==> config.mk <==
export PLATFORM = sky130hd
export DESIGN_NAME = keyframe_curve_sampler
export DESIGN_NICKNAME = d
export VERILOG_FILES = /design/src/design/kcs_pkg.sv /design/src/design/kcs_div.sv /design/src/design/keyframe_curve_sampler.sv
export SDC_FILE = /design/constraint.sdc
export NUM_CORES = 2
export LEC_CHECK = 0
export BUFFER_PORTS_ARGS = -buffer_cell sky130_fd_sc_hd__buf_2
export CAP_MARGIN = 5
export CORE_MARGIN = 5
export CORE_UTILIZATION = 25
export CTS_CLUSTER_DIAMETER = 60
export CTS_CLUSTER_SIZE = 14
export DETAILED_ROUTE_END_ITERATION = 10
export PLACE_DENSITY = 0.41
export SETUP_SLACK_MARGIN = 0.15
export SLEW_MARGIN = 30
export SYNTH_ARGS = -nofsm -noshare
export SYNTH_HDL_FRONTEND = slang
export SYNTH_SLANG_ARGS = --single-unit
==> constraint.sdc <==
create_clock -name clk -period 11.4 [get_ports clk]
set_clock_uncertainty 0.05 [all_clocks]
set_input_delay 2.28 -clock clk [delete_from_list [all_inputs] [get_ports clk]]
set_output_delay 2.28 -clock clk [all_outputs]
set_load 0.02 [all_outputs]
==> src/design/kcs_pkg.sv <==
`default_nettype none
package kcs_pkg;

  localparam int MAX_KEYS_DEF = 16;
  localparam int DATA_W       = 32;
  localparam int FRAC_W       = 16;
  localparam int IDX_W        = 4;
  localparam int CNT_W        = 5;

  localparam logic CMD_WRITE  = 1'b0;
  localparam logic CMD_SAMPLE = 1'b1;

endpackage
`default_nettype wire

==> src/design/kcs_div.sv <==
`default_nettype none
module kcs_div import kcs_pkg::*; (
  input  wire               clk,
  input  wire               rst,
  input  wire               start,
  input  wire  [DATA_W-1:0] num,
  input  wire  [DATA_W-1:0] den,
  output logic              done,
  output logic [FRAC_W-1:0] quo
);

  localparam int STEP_W = $clog2(FRAC_W);

  logic [DATA_W-1:0] rem;
  logic [DATA_W-1:0] dvs;
  logic [STEP_W-1:0] step;
  logic              busy;
  logic [DATA_W:0]   shifted;
  logic [DATA_W:0]   diff;

  // restoring division, one quotient bit per cycle
  assign shifted = {rem, 1'b0};
  assign diff    = shifted - {1'b0, dvs};

  always_ff @(posedge clk) begin
    if (rst) begin
      busy <= 1'b0;
      done <= 1'b0;
    end else begin
      done <= busy && (step == '0);
      if (start) begin
        busy <= 1'b1;
      end else if (busy && (step == '0)) begin
        busy <= 1'b0;
      end
    end
  end

  always_ff @(posedge clk) begin
    if (start) begin
      rem  <= num;
      dvs  <= den;
      step <= STEP_W'(FRAC_W - 1);
    end else if (busy) begin
      if (!diff[DATA_W]) begin
        rem <= diff[DATA_W-1:0];
        quo <= {quo[FRAC_W-2:0], 1'b1};
      end else begin
        rem <= shifted[DATA_W-1:0];
        quo <= {quo[FRAC_W-2:0], 1'b0};
      end
      step <= step - 1'b1;
    end
  end

endmodule
`default_nettype wire

==> src/design/keyframe_curve_sampler.sv <==
// keyframe write: the input stays unstalled, next item taken at the following edge
// sample: a serial time-table scan finds the interval, then the 16-step divider forms
// the fraction; when no interval matches, the value of the last active key is returned;
// one sample in flight at a time, input released in the same cycle the result rises;
// a finished result may wait in the output register
// reset: key_count returns to 1, control and output valid clear, key tables keep contents
`default_nettype none
module keyframe_curve_sampler import kcs_pkg::*; #(
  parameter int MAX_KEYS = MAX_KEYS_DEF
) (
  input  wire                      clk,
  input  wire                      rst,
  input  wire                      cfg_wen,
  input  wire        [CNT_W-1:0]   cfg_wdata,
  input  wire                      item_valid,
  output logic                     item_stall,
  input  wire                      cmd,
  input  wire        [IDX_W-1:0]   key_index,
  input  wire signed [DATA_W-1:0]  key_time,
  input  wire signed [DATA_W-1:0]  key_value,
  input  wire signed [DATA_W-1:0]  position,
  output logic                     result_valid,
  input  wire                      result_stall,
  output logic signed [DATA_W-1:0] sample_value,
  output logic                     past_keys
);

  localparam int ADDR_W = $clog2(MAX_KEYS);

  typedef enum logic [10:0] {
    S_IDLE  = 11'b00000000001,
    S_SCAN  = 11'b00000000010,
    S_VRD0  = 11'b00000000100,
    S_VRD1  = 11'b00000001000,
    S_VRD2  = 11'b00000010000,
    S_DIV   = 11'b00000100000,
    S_MUL   = 11'b00001000000,
    S_SUM   = 11'b00010000000,
    S_VLAST = 11'b00100000000,
    S_LASTW = 11'b01000000000,
    S_DONE  = 11'b10000000000
  } state_t;

  state_t state, state_next;

  logic [DATA_W-1:0] time_mem  [MAX_KEYS];
  logic [DATA_W-1:0] value_mem [MAX_KEYS];

  logic [CNT_W-1:0]         key_count;
  logic [ADDR_W-1:0]        last_calc;
  logic [ADDR_W-1:0]        last_idx;
  logic [ADDR_W-1:0]        scan_idx;
  logic [ADDR_W-1:0]        k_idx;
  logic [ADDR_W-1:0]        t_addr;
  logic [ADDR_W-1:0]        v_addr;
  logic signed [DATA_W-1:0] time_rd;
  logic signed [DATA_W-1:0] value_rd;
  logic signed [DATA_W-1:0] pos;
  logic signed [DATA_W-1:0] t0;
  logic signed [DATA_W-1:0] t1;
  logic signed [DATA_W-1:0] v0;
  logic signed [DATA_W-1:0] v1;
  logic signed [DATA_W:0]   dv;
  logic signed [DATA_W+FRAC_W+1:0] prod;
  logic signed [DATA_W-1:0] res;
  logic                     flag;
  logic                     take;
  logic                     mem_we;
  logic                     hit;
  logic                     out_free;
  logic                     div_start;
  logic                     div_done;
  logic [FRAC_W-1:0]        quo;
  logic [DATA_W-1:0]        div_num;
  logic [DATA_W-1:0]        div_den;

  assign item_stall = (state != S_IDLE);
  assign take       = item_valid && !item_stall;
  assign mem_we     = take && (cmd == CMD_WRITE) && (int'(key_index) < MAX_KEYS);
  assign hit        = (scan_idx != '0) && (t0 <= pos) && (pos < time_rd);
  assign out_free   = !result_valid || !result_stall;
  assign div_start  = (state == S_VRD2);
  assign div_num    = pos - t0;
  assign div_den    = t1 - t0;

  always_ff @(posedge clk) begin
    if (rst) begin
      key_count <= CNT_W'(1);
    end else if (cfg_wen) begin
      key_count <= cfg_wdata;
    end
  end

  always_comb begin
    if (key_count == '0) begin
      last_calc = '0;
    end else if (int'(key_count) > MAX_KEYS) begin
      last_calc = ADDR_W'(MAX_KEYS - 1);
    end else begin
      last_calc = ADDR_W'(key_count - CNT_W'(1));
    end
  end

  always_comb begin
    case (state)
      S_SCAN:  t_addr = scan_idx + 1'b1;
      default: t_addr = '0;
    endcase
  end

  always_comb begin
    case (state)
      S_VRD1:  v_addr = k_idx + 1'b1;
      S_VLAST: v_addr = last_idx;
      default: v_addr = k_idx;
    endcase
  end

  always_ff @(posedge clk) begin
    if (mem_we) begin
      time_mem[ADDR_W'(key_index)] <= key_time;
    end
    time_rd <= time_mem[t_addr];
  end

  always_ff @(posedge clk) begin
    if (mem_we) begin
      value_mem[ADDR_W'(key_index)] <= key_value;
    end
    value_rd <= value_mem[v_addr];
  end

  always_comb begin
    state_next = state;
    case (state)
      S_IDLE: begin
        if (take && (cmd == CMD_SAMPLE)) state_next = S_SCAN;
      end
      S_SCAN: begin
        if (hit) begin
          state_next = S_VRD0;
        end else if (scan_idx == last_idx) begin
          state_next = S_VLAST;
        end
      end
      S_VRD0:  state_next = S_VRD1;
      S_VRD1:  state_next = S_VRD2;
      S_VRD2:  state_next = S_DIV;
      S_DIV: begin
        if (div_done) state_next = S_MUL;
      end
      S_MUL:   state_next = S_SUM;
      S_SUM:   state_next = S_DONE;
      S_VLAST: state_next = S_LASTW;
      S_LASTW: state_next = S_DONE;
      S_DONE: begin
        if (out_free) state_next = S_IDLE;
      end
      default: state_next = S_IDLE;
    endcase
  end

  always_ff @(posedge clk) begin
    if (rst) begin
      state <= S_IDLE;
    end else begin
      state <= state_next;
    end
  end

  // interval search and arithmetic datapath
  always_ff @(posedge clk) begin
    case (state)
      S_IDLE: begin
        scan_idx <= '0;
        last_idx <= last_calc;
        pos      <= position;
      end
      S_SCAN: begin
        if (hit) begin
          k_idx <= scan_idx - 1'b1;
          t1    <= time_rd;
        end else begin
          t0       <= time_rd;
          scan_idx <= scan_idx + 1'b1;
        end
      end
      S_VRD1:  v0 <= value_rd;
      S_VRD2:  v1 <= value_rd;
      S_MUL:   prod <= dv * $signed({1'b0, quo});
      S_SUM: begin
        res  <= v0 + prod[DATA_W+FRAC_W-1:FRAC_W];
        flag <= 1'b0;
      end
      S_LASTW: begin
        res  <= value_rd;
        flag <= 1'b1;
      end
      default: begin
      end
    endcase
  end

  assign dv = {v1[DATA_W-1], v1} - {v0[DATA_W-1], v0};

  kcs_div u_div (
    .clk   (clk),
    .rst   (rst),
    .start (div_start),
    .num   (div_num),
    .den   (div_den),
    .done  (div_done),
    .quo   (quo)
  );

  always_ff @(posedge clk) begin
    if (rst) begin
      result_valid <= 1'b0;
    end else if ((state == S_DONE) && out_free) begin
      result_valid <= 1'b1;
    end else if (result_valid && !result_stall) begin
      result_valid <= 1'b0;
    end
  end

  always_ff @(posedge clk) begin
    if ((state == S_DONE) && out_free) begin
      sample_value <= res;
      past_keys    <= flag;
    end
  end

endmodule
`default_nettype wire

==> impl_metrics.yaml <==
logic_synthesis:
  synth_cell_types: 94
  synth_top_area_cell: "edfxtp_1"
  synth_area_um2: 80700
  ys_warn_count: 0
  synthArstFlopShare: 0
  syn_nets: 7609
  synth_edf_count: 1374
  synth_cells: 6702
  ys.flop_type: "edfxtp_1"
  synth_area_leaders: "edfxtp_1, fa_1, ha_1, nand2_1, inv_1"
  ys_ff_latch: 1461
  synth_top_area_frac: 0.511
  syn_area_per_cell_um2: 12.0
  synth_seq_area_share: 0.533
floorplanning:
  row_count: 208
  core-area_um2: 321000
  fp.dieH_um: 578
  die_w_um: 578
  start_util: 0.251
  die_area_um2: 334000
  ioPinCount: 146
cts:
  postCtsHoldBufs: 0
  numCtsBuffers: 148
  post_cts_buffers: 0
  htreeDepth: 4
  cts_root_buffer: "clkbuf_16"
  insertion_delay_ps: 830
  cts_buffer_depth: 4
  cts_tree: "yes"
  cts_resized: 0
  path_clk_slew_ps: 60
  cts.sinks: 1461
sta:
  period_share: 0.842
  timing.hold.ws_ps: 374
  post-route-min-period_ps: 9600
  setup_viol: 0
  timing.fmax_mhz: 104
  slew_headroom: 0.303
  grt_setup_unrepaired: "no"
  tightestPinTransition_ps: 1050
  tns_ps: 0
  hold_viol: 0
  final-max-slew-violation-count: 0
setup_path:
  cp-end-kind: "register"
  criticalPathCategory: "register to register"
  cp_common_cell: "fa_1"
  cp.arrival_ps: 10110
  crit_slowest_cell: "o31ai_1"
  r2r-start: "v0[1]$_DFFE_PP_"
  rrSetupSlack_ps: 1800
  r2r_cells: 31
  crit_required_ps: 11910
  slowest_delay_ps: 590
  rr_endpoint: "prod[41]$_DFFE_PP_"
  path_max_fanout: 16
  worstSetupStartpointType: "register"
drt:
  viasPerCell: 4.50
  vias: 50400
  ant_nets: 0
  dr.pass1.iters: 5
  totalWireLength_mm: 236
  drt-initial-drc-count: 3021
  wl_per_cell_um: 21.1
  post-route-drc-count: 0
global_route:
  grtUsageTotal: 0.140
  grt_pass1_vias: 52400
  antenna_found_initial: 59
  grt_pass1_wl_mm: 353
  grt_remaining_overflow: 0
  grt_max_degree: 207
cells_and_area:
  drive_gt1_frac: 0.0769
  final_cell_mix: "edfxtp_1, nand2_1, inv_1"
  fillerInstances: 32900
  num-nets-final: 7708
  final_common_cell: "edfxtp_1"
  syn_to_final_growth_pct: 12.9
place:
  place_congestion: 0.796
  dp_hpwl_mm: 146
  io_buffer_count: 145
hold_path:
  whs_endpoint: "sample_value[6]$_DFFE_PP_"
  min_from: "res[6]$_DFFE_PP_"
  min_path_cells: 0
  hold_class: "register to register"
power:
  vdd_drop_max_mv: 0.175
  p_leak_uw: 0.0342
  power.density_nw_per_um2: 144
job:
  maxCapViolCount: 0
run_status:
  status: "finished, final reports clean"
==> final cells by class <==
class                      instances  area [µm²]  share of cell area
multi-input combinational       4204       33800               0.371
antenna                           15        37.5            0.000412
tap                             4305        5390              0.0591
inverter                         725        2730              0.0299
clock inverter                    38         500             0.00549
timing repair buffer             261        1650              0.0181
sequential                      1461       43000               0.472
clock buffer                     189        4020              0.0441
==> worst max-delay path by stage <==
| stage | slack [ps] | to | from |
|---|---|---|---|
| after floorplan | 2890 | prod[47]$_DFFE_PP_ | v0[0]$_DFFE_PP_ |
| after global placement | 1760 | prod[47]$_DFFE_PP_ | v0[1]$_DFFE_PP_ |
| after detailed placement | 1730 | prod[41]$_DFFE_PP_ | v0[1]$_DFFE_PP_ |
| after CTS | 1680 | prod[41]$_DFFE_PP_ | v0[1]$_DFFE_PP_ |
| after global routing | 1170 | prod[41]$_DFFE_PP_ | v0[1]$_DFFE_PP_ |
| final | 1800 | prod[41]$_DFFE_PP_ | v0[1]$_DFFE_PP_ |
==> routing by layer <==
metal	vias up	wire length, µm	track usage
li1	23600	-	-
met1	25600	108000	0.190
met2	910	114000	0.238
met3	311	9210	0.0174
met4	20	5360	0.0336
met5	-	101	0
==> synthesized netlist by cell type (52+ instances only) <==
| cell type | number |
|---|---|
| inv_1 | 722 |
| fa_1 | 489 |
| o21a_1 | 52 |
| dfxtp_1 | 87 |
| nand2_1 | 983 |
| ha_1 | 307 |
| a311oi_1 | 163 |
| a21oi_1 | 270 |
| a21o_1 | 89 |
| nand3_1 | 106 |
| and2_1 | 239 |
| nor2_1 | 162 |
| a31oi_1 | 106 |
| nor2b_1 | 247 |
| a211oi_1 | 250 |
| xnor2_1 | 117 |
| o21ai_0 | 115 |
| mux2i_1 | 88 |
| edfxtp_1 | 1374 |
| nor3_1 | 52 |
| clkbuf_1 | 226 |
| xor2_1 | 65 |
==> report_power, final <==
group          internal (µW)  switching (µW)
registers               6130             190
logic                    728            1330
clock network           2680            2070
==> kinds of logic (layout without fill, tap and decap cells) <==
| kind of cell | count (synthesis) | after routing | synth area share |
|---|---|---|---|
| flip-flops | 1461 | 1461 | 0.533 |
| adder cells (fa/ha/maj) | 797 | 797 | 0.169 |
| XOR/XNOR | 182 | 182 | 0.0197 |
| other | 0 | 15 | 0 |
| buffers and inverters | 1037 | 1213 | 0.0512 |
| AO/OA/AOI/OAI | 1198 | 1198 | 0.103 |
| AND/OR/NAND/NOR | 1938 | 1938 | 0.113 |
| multiplexers | 89 | 89 | 0.0111 |
==> worst max-delay path, delay by kind of cell, from the launching register on <==
family	cells	cell delay [ps]
flops	1	450
fa+ha+maj	8	3670
buf+inv	4	300
simple gates	6	1340
compound gates	13	3570
==> per-stage QoR <==
stage	worst slack, ps	total power [µW]	area [µm²]	utilization	instances
after detailed placement	1730	8530	86600	0.269	11000
after CTS	1680	13400	91100	0.283	11200
final	1800	13100	91200	0.284	11200
after global placement	1760	8500	86600	0.269	11000
after floorplan	2890	7750	80700	-	6702
after global routing	1170	13800	91100	0.284	11200
==> flip-flops by register name (all words and copies together), names as in the netlist, 5 cells and up <==
register      flops
value_rd         32
key_count         5
v0               32
state            11
v1               32
time_rd          32
pos              32
u_div.dvs        32
u_div.rem        32
time_mem        512
res              32
t1               32
value_mem       512
prod             32
sample_value     32
t0               32
u_div.quo        16
Power figures use the tool's default switching activity.
